File: config.mk
export PLATFORM = sky130hd
export DESIGN_NAME = sprite_run_length_decoder_top
export DESIGN_NICKNAME = d
export VERILOG_FILES = /design/src/hdl/srld_pkg.sv /design/src/hdl/srld_front.sv /design/src/hdl/srld_queue.sv /design/src/hdl/srld_back.sv /design/src/hdl/sprite_run_length_decoder_top.sv
export VERILOG_INCLUDE_DIRS = /design/src /design/src/hdl
export SDC_FILE = /design/constraint.sdc
export NUM_CORES = 1
export LEC_CHECK = 0
export BUFFER_PORTS_ARGS = -buffer_cell sky130_fd_sc_hd__buf_2
export CAP_MARGIN = 20
export CORE_UTILIZATION = 60
export CTS_CLUSTER_SIZE = 16
export DETAILED_ROUTE_END_ITERATION = 10
export PLACE_DENSITY = 0.79
export SLEW_MARGIN = 5
export SYNTH_ARGS = -nofsm -noshare
export SYNTH_HDL_FRONTEND = slang
export SYNTH_SLANG_ARGS = --single-unit
File: constraint.sdc
create_clock -name aclk -period 6.31 [get_ports aclk]
set_clock_uncertainty 0.1 [all_clocks]
set_input_delay 0.9465 -clock aclk [delete_from_list [all_inputs] [get_ports aclk]]
set_output_delay 0.9465 -clock aclk [all_outputs]
set_load 0.005 [all_outputs]
File: src/hdl/assert_macros.svh
// Assertion macros shared by the RTL.
// No dependencies; define ASSERT_OFF to compile the checks out.
`ifndef ASSERT_MACROS_SVH
`define ASSERT_MACROS_SVH

`ifndef ASSERT_OFF
`define ASSERT_NEVER(label, clk, rst_n, cond) \
    label: assert property (@(posedge clk) disable iff (!rst_n) !(cond)) \
        else $error("assertion failed");
`define ASSERT_IMPLIES(label, clk, rst_n, ante, cons) \
    label: assert property (@(posedge clk) disable iff (!rst_n) (ante) |-> (cons)) \
        else $error("assertion failed");
`else
`define ASSERT_NEVER(label, clk, rst_n, cond)
`define ASSERT_IMPLIES(label, clk, rst_n, ante, cons)
`endif

`endif

File: src/hdl/srld_pkg.sv
// Types and constants for the sprite run-length decoder.
// No dependencies; used by every module of the block.
`default_nettype none
package srld_pkg;

    localparam int WORD_W     = 16;
    localparam int RUN_W      = 15;
    localparam int LINE_W     = 16;
    localparam int QUEUE_AW   = 2;
    localparam int QUEUE_DEPTH = 1 << QUEUE_AW;
    localparam int QUEUE_CW   = QUEUE_AW + 1;
    localparam int TDATA_W    = 48;

    typedef enum logic [1:0] {
        PH_TAG  = 2'd0,
        PH_LIT  = 2'd1,
        PH_END  = 2'd2,
        PH_DONE = 2'd3
    } phase_t;

    typedef enum logic [1:0] {
        KIND_PIXEL = 2'd0,
        KIND_RUN   = 2'd1,
        KIND_LINE  = 2'd2,
        KIND_IMAGE = 2'd3
    } kind_t;

    typedef struct packed {
        kind_t              kind;
        logic [WORD_W-1:0]  pixel_value;
        logic [RUN_W-1:0]   run_length;
        logic [LINE_W-1:0]  line_number;
    } result_t;

    typedef struct packed {
        logic full;
        logic empty;
    } qstat_t;

endpackage
`default_nettype wire

File: src/hdl/srld_front.sv
// Front end: accepts stream words, tracks the line state and classifies each word.
// Depends on srld_pkg; pushes results into srld_queue.
`default_nettype none
module srld_front (
    input  wire logic                        aclk,
    input  wire logic                        aresetn,
    input  wire logic                        cfg_we,
    input  wire logic [srld_pkg::LINE_W-1:0] cfg_wdata,
    input  wire logic                        s_tvalid,
    output logic                             s_tready,
    input  wire logic [srld_pkg::WORD_W-1:0] s_tdata,
    input  wire logic                        s_tuser,
    input  srld_pkg::qstat_t                 q_stat,
    output logic                             q_push,
    output srld_pkg::result_t                q_data
);
    import srld_pkg::*;

    phase_t              phase_reg, phase_next;
    logic [RUN_W-1:0]    lit_reg, lit_next;
    logic [LINE_W-1:0]   line_reg, line_next;
    logic [LINE_W-1:0]   height_reg;

    phase_t              eff_phase;
    logic [RUN_W-1:0]    eff_lit;
    logic [LINE_W-1:0]   eff_line;
    logic [LINE_W:0]     line_inc;
    logic                accept;
    logic                produce;

    assign s_tready = !q_stat.full;
    assign accept   = s_tvalid && s_tready;
    assign q_push   = accept && produce;

    always_ff @(posedge aclk) begin
        if (!aresetn) begin
            phase_reg  <= PH_TAG;
            lit_reg    <= '0;
            line_reg   <= '0;
            height_reg <= LINE_W'(1);
        end else begin
            if (cfg_we) begin
                height_reg <= cfg_wdata;
            end
            if (accept) begin
                phase_reg <= phase_next;
                lit_reg   <= lit_next;
                line_reg  <= line_next;
            end
        end
    end

    always_comb begin
        eff_phase = s_tuser ? PH_TAG : phase_reg;
        eff_lit   = s_tuser ? '0 : lit_reg;
        eff_line  = s_tuser ? '0 : line_reg;
        line_inc  = {1'b0, eff_line} + (LINE_W+1)'(1);

        phase_next = eff_phase;
        lit_next   = eff_lit;
        line_next  = eff_line;
        produce    = 1'b0;
        q_data.kind        = KIND_PIXEL;
        q_data.pixel_value = '0;
        q_data.run_length  = '0;
        q_data.line_number = eff_line;

        case (eff_phase)
            PH_TAG: begin
                if (s_tdata == '0) begin
                    produce     = 1'b1;
                    q_data.kind = KIND_LINE;
                    line_next   = line_inc[LINE_W-1:0];
                    if (line_inc >= {1'b0, height_reg}) begin
                        phase_next = PH_END;
                    end
                end else if (s_tdata[0]) begin
                    lit_next   = s_tdata[WORD_W-1:1];
                    phase_next = (s_tdata[WORD_W-1:1] != '0) ? PH_LIT : PH_TAG;
                end else begin
                    produce           = 1'b1;
                    q_data.kind       = KIND_RUN;
                    q_data.run_length = s_tdata[WORD_W-1:1];
                end
            end
            PH_LIT: begin
                produce            = 1'b1;
                q_data.kind        = KIND_PIXEL;
                q_data.pixel_value = s_tdata;
                lit_next           = eff_lit - RUN_W'(1);
                phase_next         = (lit_next == '0) ? PH_TAG : PH_LIT;
            end
            PH_END: begin
                produce     = 1'b1;
                q_data.kind = KIND_IMAGE;
                phase_next  = PH_DONE;
            end
            default: begin
                phase_next = PH_DONE;
            end
        endcase
    end

endmodule
`default_nettype wire

File: src/hdl/srld_queue.sv
// Short result queue between the front end and the output stage.
// Depends on srld_pkg.
`default_nettype none
module srld_queue (
    input  wire logic          aclk,
    input  wire logic          aresetn,
    input  wire logic          push,
    input  srld_pkg::result_t  push_data,
    input  wire logic          pop,
    output srld_pkg::result_t  pop_data,
    output srld_pkg::qstat_t   stat
);
    import srld_pkg::*;

    result_t               mem [QUEUE_DEPTH];
    logic [QUEUE_AW-1:0]   wr_ptr_reg;
    logic [QUEUE_AW-1:0]   rd_ptr_reg;
    logic [QUEUE_CW-1:0]   count_reg;

    always_ff @(posedge aclk) begin
        if (push) begin
            mem[wr_ptr_reg] <= push_data;
        end
    end

    always_ff @(posedge aclk) begin
        if (!aresetn) begin
            wr_ptr_reg <= '0;
            rd_ptr_reg <= '0;
            count_reg  <= '0;
        end else begin
            if (push) begin
                wr_ptr_reg <= wr_ptr_reg + QUEUE_AW'(1);
            end
            if (pop) begin
                rd_ptr_reg <= rd_ptr_reg + QUEUE_AW'(1);
            end
            if (push && !pop) begin
                count_reg <= count_reg + QUEUE_CW'(1);
            end else if (pop && !push) begin
                count_reg <= count_reg - QUEUE_CW'(1);
            end
        end
    end

    assign pop_data   = mem[rd_ptr_reg];
    assign stat.full  = (count_reg == QUEUE_CW'(QUEUE_DEPTH));
    assign stat.empty = (count_reg == '0);

endmodule
`default_nettype wire

File: src/hdl/srld_back.sv
// Back end: output register that drains the queue onto the result stream.
// Depends on srld_pkg; reads from srld_queue.
`default_nettype none
module srld_back (
    input  wire logic                         aclk,
    input  wire logic                         aresetn,
    input  srld_pkg::qstat_t                  q_stat,
    input  srld_pkg::result_t                 q_data,
    output logic                              q_pop,
    output logic                              m_tvalid,
    input  wire logic                         m_tready,
    output logic [srld_pkg::TDATA_W-1:0]      m_tdata,
    output logic [1:0]                        m_tuser
);
    import srld_pkg::*;

    logic     valid_reg;
    result_t  data_reg;

    assign q_pop = !q_stat.empty && (!valid_reg || m_tready);

    always_ff @(posedge aclk) begin
        if (!aresetn) begin
            valid_reg <= 1'b0;
        end else if (!valid_reg || m_tready) begin
            valid_reg <= !q_stat.empty;
        end
    end

    always_ff @(posedge aclk) begin
        if (q_pop) begin
            data_reg <= q_data;
        end
    end

    assign m_tvalid = valid_reg;
    assign m_tdata  = {1'b0, data_reg.line_number, data_reg.run_length, data_reg.pixel_value};
    assign m_tuser  = data_reg.kind;

endmodule
`default_nettype wire

File: src/hdl/sprite_run_length_decoder_top.sv
// Top level of the sprite run-length decoder: front end, result queue, output stage.
// Depends on srld_pkg, srld_front, srld_queue, srld_back and assert_macros.svh.
//
//  channel | dir | bits                                           | tuser
//  s_      | in  | tdata[15:0] word                               | [0] start_of_image
//  m_      | out | tdata[15:0] pixel, [30:16] run, [46:31] line   | [1:0] kind
//  cfg     | in  | cfg_wdata[15:0] image_height, taken when cfg_we | -
//
// One word per cycle in while s_tready is high, at most one result per word out;
// each result is written into the queue, then into the output register.
// The four-entry queue lets the input keep running while the output stalls;
// s_tready drops only when the queue is full.
// Synchronous active-low reset; image_height resets to one.
`default_nettype none
`include "assert_macros.svh"
module sprite_run_length_decoder_top (
    input  wire logic                         aclk,
    input  wire logic                         aresetn,
    input  wire logic                         cfg_we,
    input  wire logic [srld_pkg::LINE_W-1:0]  cfg_wdata,
    input  wire logic                         s_tvalid,
    output logic                              s_tready,
    input  wire logic [srld_pkg::WORD_W-1:0]  s_tdata,   // [15:0] word
    input  wire logic                         s_tuser,   // [0] start_of_image
    output logic                              m_tvalid,
    input  wire logic                         m_tready,
    output logic [srld_pkg::TDATA_W-1:0]      m_tdata,   // pixel_value, run_length, line_number
    output logic [1:0]                        m_tuser    // [1:0] kind
);
    import srld_pkg::*;

    qstat_t   q_stat;
    logic     q_push;
    logic     q_pop;
    result_t  q_wdata;
    result_t  q_rdata;

    srld_front u_front (
        .aclk      (aclk),
        .aresetn   (aresetn),
        .cfg_we    (cfg_we),
        .cfg_wdata (cfg_wdata),
        .s_tvalid  (s_tvalid),
        .s_tready  (s_tready),
        .s_tdata   (s_tdata),
        .s_tuser   (s_tuser),
        .q_stat    (q_stat),
        .q_push    (q_push),
        .q_data    (q_wdata)
    );

    srld_queue u_queue (
        .aclk      (aclk),
        .aresetn   (aresetn),
        .push      (q_push),
        .push_data (q_wdata),
        .pop       (q_pop),
        .pop_data  (q_rdata),
        .stat      (q_stat)
    );

    srld_back u_back (
        .aclk     (aclk),
        .aresetn  (aresetn),
        .q_stat   (q_stat),
        .q_data   (q_rdata),
        .q_pop    (q_pop),
        .m_tvalid (m_tvalid),
        .m_tready (m_tready),
        .m_tdata  (m_tdata),
        .m_tuser  (m_tuser)
    );

    `ASSERT_IMPLIES(a_no_overflow, aclk, aresetn, q_push, !q_stat.full)
    `ASSERT_IMPLIES(a_no_underflow, aclk, aresetn, q_pop, !q_stat.empty)
    `ASSERT_IMPLIES(a_pixel_only_literal, aclk, aresetn, m_tvalid && (m_tuser != KIND_PIXEL), m_tdata[15:0] == 16'd0)
    `ASSERT_IMPLIES(a_run_only_run, aclk, aresetn, m_tvalid && (m_tuser != KIND_RUN), m_tdata[30:16] == 15'd0)

endmodule
`default_nettype wire
-- Yosys cells after proc, flatten, opt, wreduce, memory -nomap -nowiden
Memory sizes are Yosys's and may differ from the RTL's. A register that Yosys moved wholly into a read port is not among the register bits.
Cells that the tools add are included.
- reductions and logical operators: 18
- $mul: 0
- bitwise operators: 0
- multiplexer cells: 28
- shift-type cells: 0
- $lt $le $gt $ge: 1
- add/sub/neg operators: 6
- divide/modulo/power cells: 0
- eq/ne operators: 3
- operator list (kind ; count):
    15-bit two-way mux ; 6
    16-bit two-way mux ; 4
    15-bit case mux with 2 select lines ; 1
    16-bit by 1-bit adder with 17-bit output (second input constant) ; 1
    17-bit by 16-bit greater-or-equal comparator with 1-bit output ; 1
    16-bit zero test ; 1
    15-bit zero test ; 1
    15-bit nonzero test ; 1
    15-bit by 1-bit subtractor with 15-bit output (second input constant) ; 1
    2-bit two-way mux ; 5
    2-bit case mux with 2 select lines ; 2
    1-bit two-way mux ; 7
    3-bit two-way mux ; 2
    1-bit logical AND ; 5
    1-bit zero test ; 5
    2-bit by 1-bit adder with 2-bit output (second input constant) ; 2
    3-bit by 1-bit adder with 3-bit output (second input constant) ; 1
    3-bit equality test (second input constant) ; 1
    3-bit zero test ; 1
    3-bit by 1-bit subtractor with 3-bit output (second input constant) ; 1
    2-bit by 1-bit equality test with 1-bit output (second input constant) ; 1
    2-bit equality test (second input constant) ; 1
    2-bit zero test ; 1
    1-bit case mux with 2 select lines ; 1
    3 further kinds ; 3
- latch bits: 0
- word-level logic and storage cells: 65
- bits in read-only memories: 0
- bits in writable memories: 196
- register bits after elaboration: 57
- output and inout bits: 52
- memories: 1
- memory list (memory ; depth ; width ; read ports ; clocked after Yosys merged registers in ; wr ports ; RTL line ; text):
    u_queue.mem ; 4 ; 49 ; 1 ; 1 ; 1 ; srld_queue.sv:15 ; result_t mem [QUEUE_DEPTH];

-- Depth between registers and ports, before layout
- word-level depth: 9
- mapped depth: 16
- gate-level depth less buffers: 13

-- By module
A second synthesis with hierarchy kept.
- cell total of the unflattened synthesis: 846
- area total of the unflattened synthesis: 12836.1 um^2
- by module, submodules not included (module ; sequential area each (um^2) ; instances ; cells an instance ; area each (um^2)):
    srld_queue ; 6065.8 ; 1 ; 299 ; 7537.2
    srld_front ; 980.9 ; 1 ; 492 ; 3772.4
    srld_back ; 1491.4 ; 1 ; 55 ; 1526.5

-- Least setup slack after synthesis
No wires, ideal clock.
- kind: in2reg
- start: input m_tready
- end: register u_queue.count_reg[2]
- required time: 6.134 ns
- path slack: 1.421 ns
- setup time: 0.076 ns
- stages on the path: 9
- arrival: 4.714 ns
- cells stage by stage: inv_1 > a21oi_1 > inv_1 > ha_1 > inv_1 > fa_1 > xor2_1 > or3_1 > a21boi_0
- longest elaborated chain between the ends: 5
- elaborated cells on any way between the ends: 7
- ends and longest elaborated chain (item ; RTL line ; text):
    start, declared ; sprite_run_length_decoder_top.sv:26 ; input wire logic m_tready,
    1-bit logical OR (*) ; srld_back.sv:20 ; assign q_pop = !q_stat.empty && (!valid_reg || m_tready);
    1-bit logical AND (*) ; srld_back.sv:20 ;
    named net q_pop ; sprite_run_length_decoder_top.sv:34 ; logic q_pop;
    1-bit zero test ; srld_queue.sv:38 ; if (push && !pop) begin
    1-bit logical AND ; srld_queue.sv:38 ;
    3-bit two-way mux or 2-bit nonzero test (tied branches) ; -- ;
    end signal, assigned ; srld_queue.sv:39 ; count_reg <= count_reg + QUEUE_CW'(1);
    end signal, assigned ; srld_queue.sv:41 ; count_reg <= count_reg - QUEUE_CW'(1);
    end, declared ; srld_queue.sv:18 ; logic [QUEUE_CW-1:0] count_reg;
Mark *: on every way through the listed nets, which the timed path passes. The rest lies on a longest branch.
A chain may end at the register's enable or synchronous reset.

==> summary.md <==
| Metric | Value |
|---|---|
| Antenna fix cells | `0` |
| Final ANT Viol Nets | `0` |
| Cell taking the most area after synthesis | `edfxtp_1` |
| Yosys cell types | `71` |
| FMAX | `around 0.26 GHz` |
| Core Util, Final | `69.1%` |
| Worst Path Required | `6.63 ns` |
| Root cell of the clock tree | `clkbuf_16` |
| Max Fanout on Critical Path | `10` |
| Vias in the first global route | `approximately 7,200` |
| Primary FF master, synth | `edfxtp_1` |
| Row count | `53` |
| Resize count post-CTS | `0` |
| Routed WL per cell | `20.7 um` |
| Setup TNS | `0 ns` |
| Crit path capture type | `flop` |
| Max reg flops | `196` |
| HPWL Detailed | `16,100 um` |
| Min cycle time layout | `between 3 and 4 ns` |
| # setup viols final | `0` |
| Clk buf depth | `3` |
| Worst Tran Pin Value | `1.01 ns` |
| Most used cell, CP | `ha_1` |
| Max stage delay on crit path | `0.52 ns` |
| Avg Synthesized Cell Area | `between 15 and 20 sq um` |
| Drt total wl | `25,400 um` |
| Pwr dens | `about 400 nW/um^2` |
| Vias | `7,325` |
| Die H | `roughly 150 um` |
| PortBufs | `88` |
| Synth warn | `0` |
| Top post-synthesis cells by area | `edfxtp_1 57%, dfxtp_1 8.9%, mux4_2 8.6%` |
| Startpoint types | `input pin` |
| Tot GR Track Use | `23.8%` |
| IO Pins | `90` |
| Cell area after layout | `between 10,000 and 15,000 sq um` |
| Total gr overflow | `0` |
| Final GP Congestion | `around 0.86` |
| Sequential Area | `8500 sq um` |
| Fin. Hold Viols | `0` |
| Top Family by Delay on Critical Path | `simple AND/OR/NAND/NOR gates` |
| Commonest non-fill, non-tap cell in the layout | `edfxtp_1` |
| Area Growth Syn to Fin | `13.0%` |
| Synthesized area | `approximately 13,000 sq um` |
| Static Leakage | `5.25 nW` |
| Max Cap Violations | `0` |
| Placed cell area | `around 14,000 sq um` |
| CTS clk-pin slew, worst paths | `0.06 ns` |
| Avg Vias per Cell | `5.96` |
| CP Cell Sequence | `buf_2 -> nor2b_1 -> ha_1 -> nand4_2 -> nor4_2 -> nand3_1 -> xnor2_1 -> ha_1 -> nand4_1 -> nor3_1 -> a211oi_1 -> and3b_1 -> a22oi_1 -> o211ai_1` |
| Initial core utilization | `between 60% and 70%` |
| # nets final | `~1,000` |
| Worst Path Class, Setup | `in -> reg` |
| Slew Viols, Final | `0` |
| Most frequent cells in the layout | `245 x edfxtp_1, 88 x buf_2, 55 x nand2_1, 55 x dfxtp_1, 49 x mux4_2` |
| Die area | `22,000 sq um` |
| Top cell type's share of synthesized area | `57.2%` |
| Max-slew headroom | `32.4%` |
| Asr flop ratio synth | `0%` |
| First-pass GRT wire length | `39,700 um` |
| Post-CTS Setup Bufs | `0` |
| Footprint of the multi-input gates | `4070 sq um` |
| Number of synthesized register bits | `302` |
| Pin count of the biggest net entering global routing | `62` |
| Worst Path Buf+Inv | `1` |
| Hold crit path type | `reg -> reg` |
| Inst Count DP | `between 1,000 and 1,500` |
| RSZ-0062 raised after global routing | `no` |
| Remaining DRCs | `0` |
| EDFF count, synth | `roughly 250` |
| First-pass DRT Iterations | `5` |
| CP arrival | `about 4.2 ns` |
| DR iter-0 viols | `630` |
| Clock Latency Late Sink | `0.55 ns` |
| Post-synthesis net count | `914` |
| Share of layout cells above drive strength 1 | `22.0%` |
| CP max stage cell | `nor4_2` |
| Total CTS buffers | `30` |
| Initial antenna violation count | `1` |
| Final cell count without fillers | `1,230` |
| Hold Buf Count CTS | `0` |
| Peak VDD IR | `0.000310 V` |
| Largest reg by FF count | `u_queue.mem` |
| Sink Count | `302` |
| Outcome | `finished clean` |
| H-tree Lvls | `1` |
| CTS tree | `done` |
| Synth Instances | `about 850` |
| # fillers | `1,370` |
| Core Region | `~21,000 sq um` |
| Die W | `148 um` |
| Tcrit/Tclk final | `61.0%` |
| Seq/Total Area, Yosys | `66.1%` |
cells in the mapped netlist (all sizes together) (3+ instances only):
| library cell | instances |
|---|---|
| o31ai | 4 |
| nand4 | 7 |
| nand3 | 11 |
| nand2b | 3 |
| xor2 | 16 |
| nand3b | 3 |
| a21oi | 16 |
| xnor2 | 19 |
| dfxtp | 57 |
| inv | 30 |
| edfxtp | 245 |
| and3 | 12 |
| buf | 14 |
| a22o | 8 |
| a22oi | 9 |
| a21boi | 5 |
| mux2i | 18 |
| o21ai | 26 |
| and4 | 3 |
| ha | 28 |
| nor3b | 4 |
| mux4 | 49 |
| clkbuf | 29 |
| nor2 | 24 |
| and2 | 44 |
| nor3 | 11 |
| nor2b | 46 |
| nor4 | 11 |
| o211ai | 3 |
| a211oi | 3 |
| nand2 | 55 |
final timing paths:
check / start / endpoint / slack [ns] / depth (start not counted)
setup / recovery: s_tuser / u_front.phase_reg[0]$_SDFFE_PN0P_ / 2.46 / 14
hold / removal: u_front.phase_reg[1]$_SDFFE_PN0P_ / u_front.phase_reg[1]$_SDFFE_PN0P_ / 0.40 / 1
setup reg to reg: u_front.line_reg[0]$_SDFFE_PN0P_ / u_front.phase_reg[0]$_SDFFE_PN0P_ / 2.52 / 13
hold reg to reg: u_front.phase_reg[1]$_SDFFE_PN0P_ / u_front.phase_reg[1]$_SDFFE_PN0P_ / 0.40 / 1
power by group:
group	leakage, nW	total [mW]	switching, mW	internal, mW
Sequential	2.79	2.76	0.185	2.58
Combinational	1.98	1.13	0.595	0.535
Clock	0.476	1.77	0.710	1.06
cells by family (layout without fill, tap and decap cells):
group | Yosys count | in the layout | share of synthesized area (%)
xor+xnor | 35 | 35 | 2.39
simple gates | 244 | 244 | 11.0
buf+inv | 73 | 181 | 2.36
other cells | 1 | 1 | 0.0292
flops | 302 | 302 | 66.1
fa+ha+maj | 29 | 29 | 2.88
mux | 68 | 68 | 10.1
compound gates | 95 | 95 | 5.17
per-stage QoR:
step                power [mW]  hold slack (ns)  worst slack (ns)
finish                    5.67            0.400              2.46
global route              5.91            0.431              2.20
detailed placement        3.94            0.385              1.93
global placement          3.90            0.393              2.10
CTS                       5.72            0.399              2.51
floorplan                 3.53            0.346              1.42
routing by layer:
metal	part of all wire, %	global-route usage (%)	up-vias
met2	47	36.9	289
met3	7.4	4.08	54
met4	2.3	7.42	2
met1	44	34.8	3614
li1	-	-	3366
met5	0.051	0	-
final cells by class:
cell class	count	area share, %
Sequential cell	302	58.5
Multi-Input combinational cell	472	28.0
Clock buffer	41	5.60
Timing Repair Buffer	97	3.50
Tap cell	275	2.37
Clock inverter	13	1.22
Inverter	30	0.775
Power figures use the tool's default switching activity.
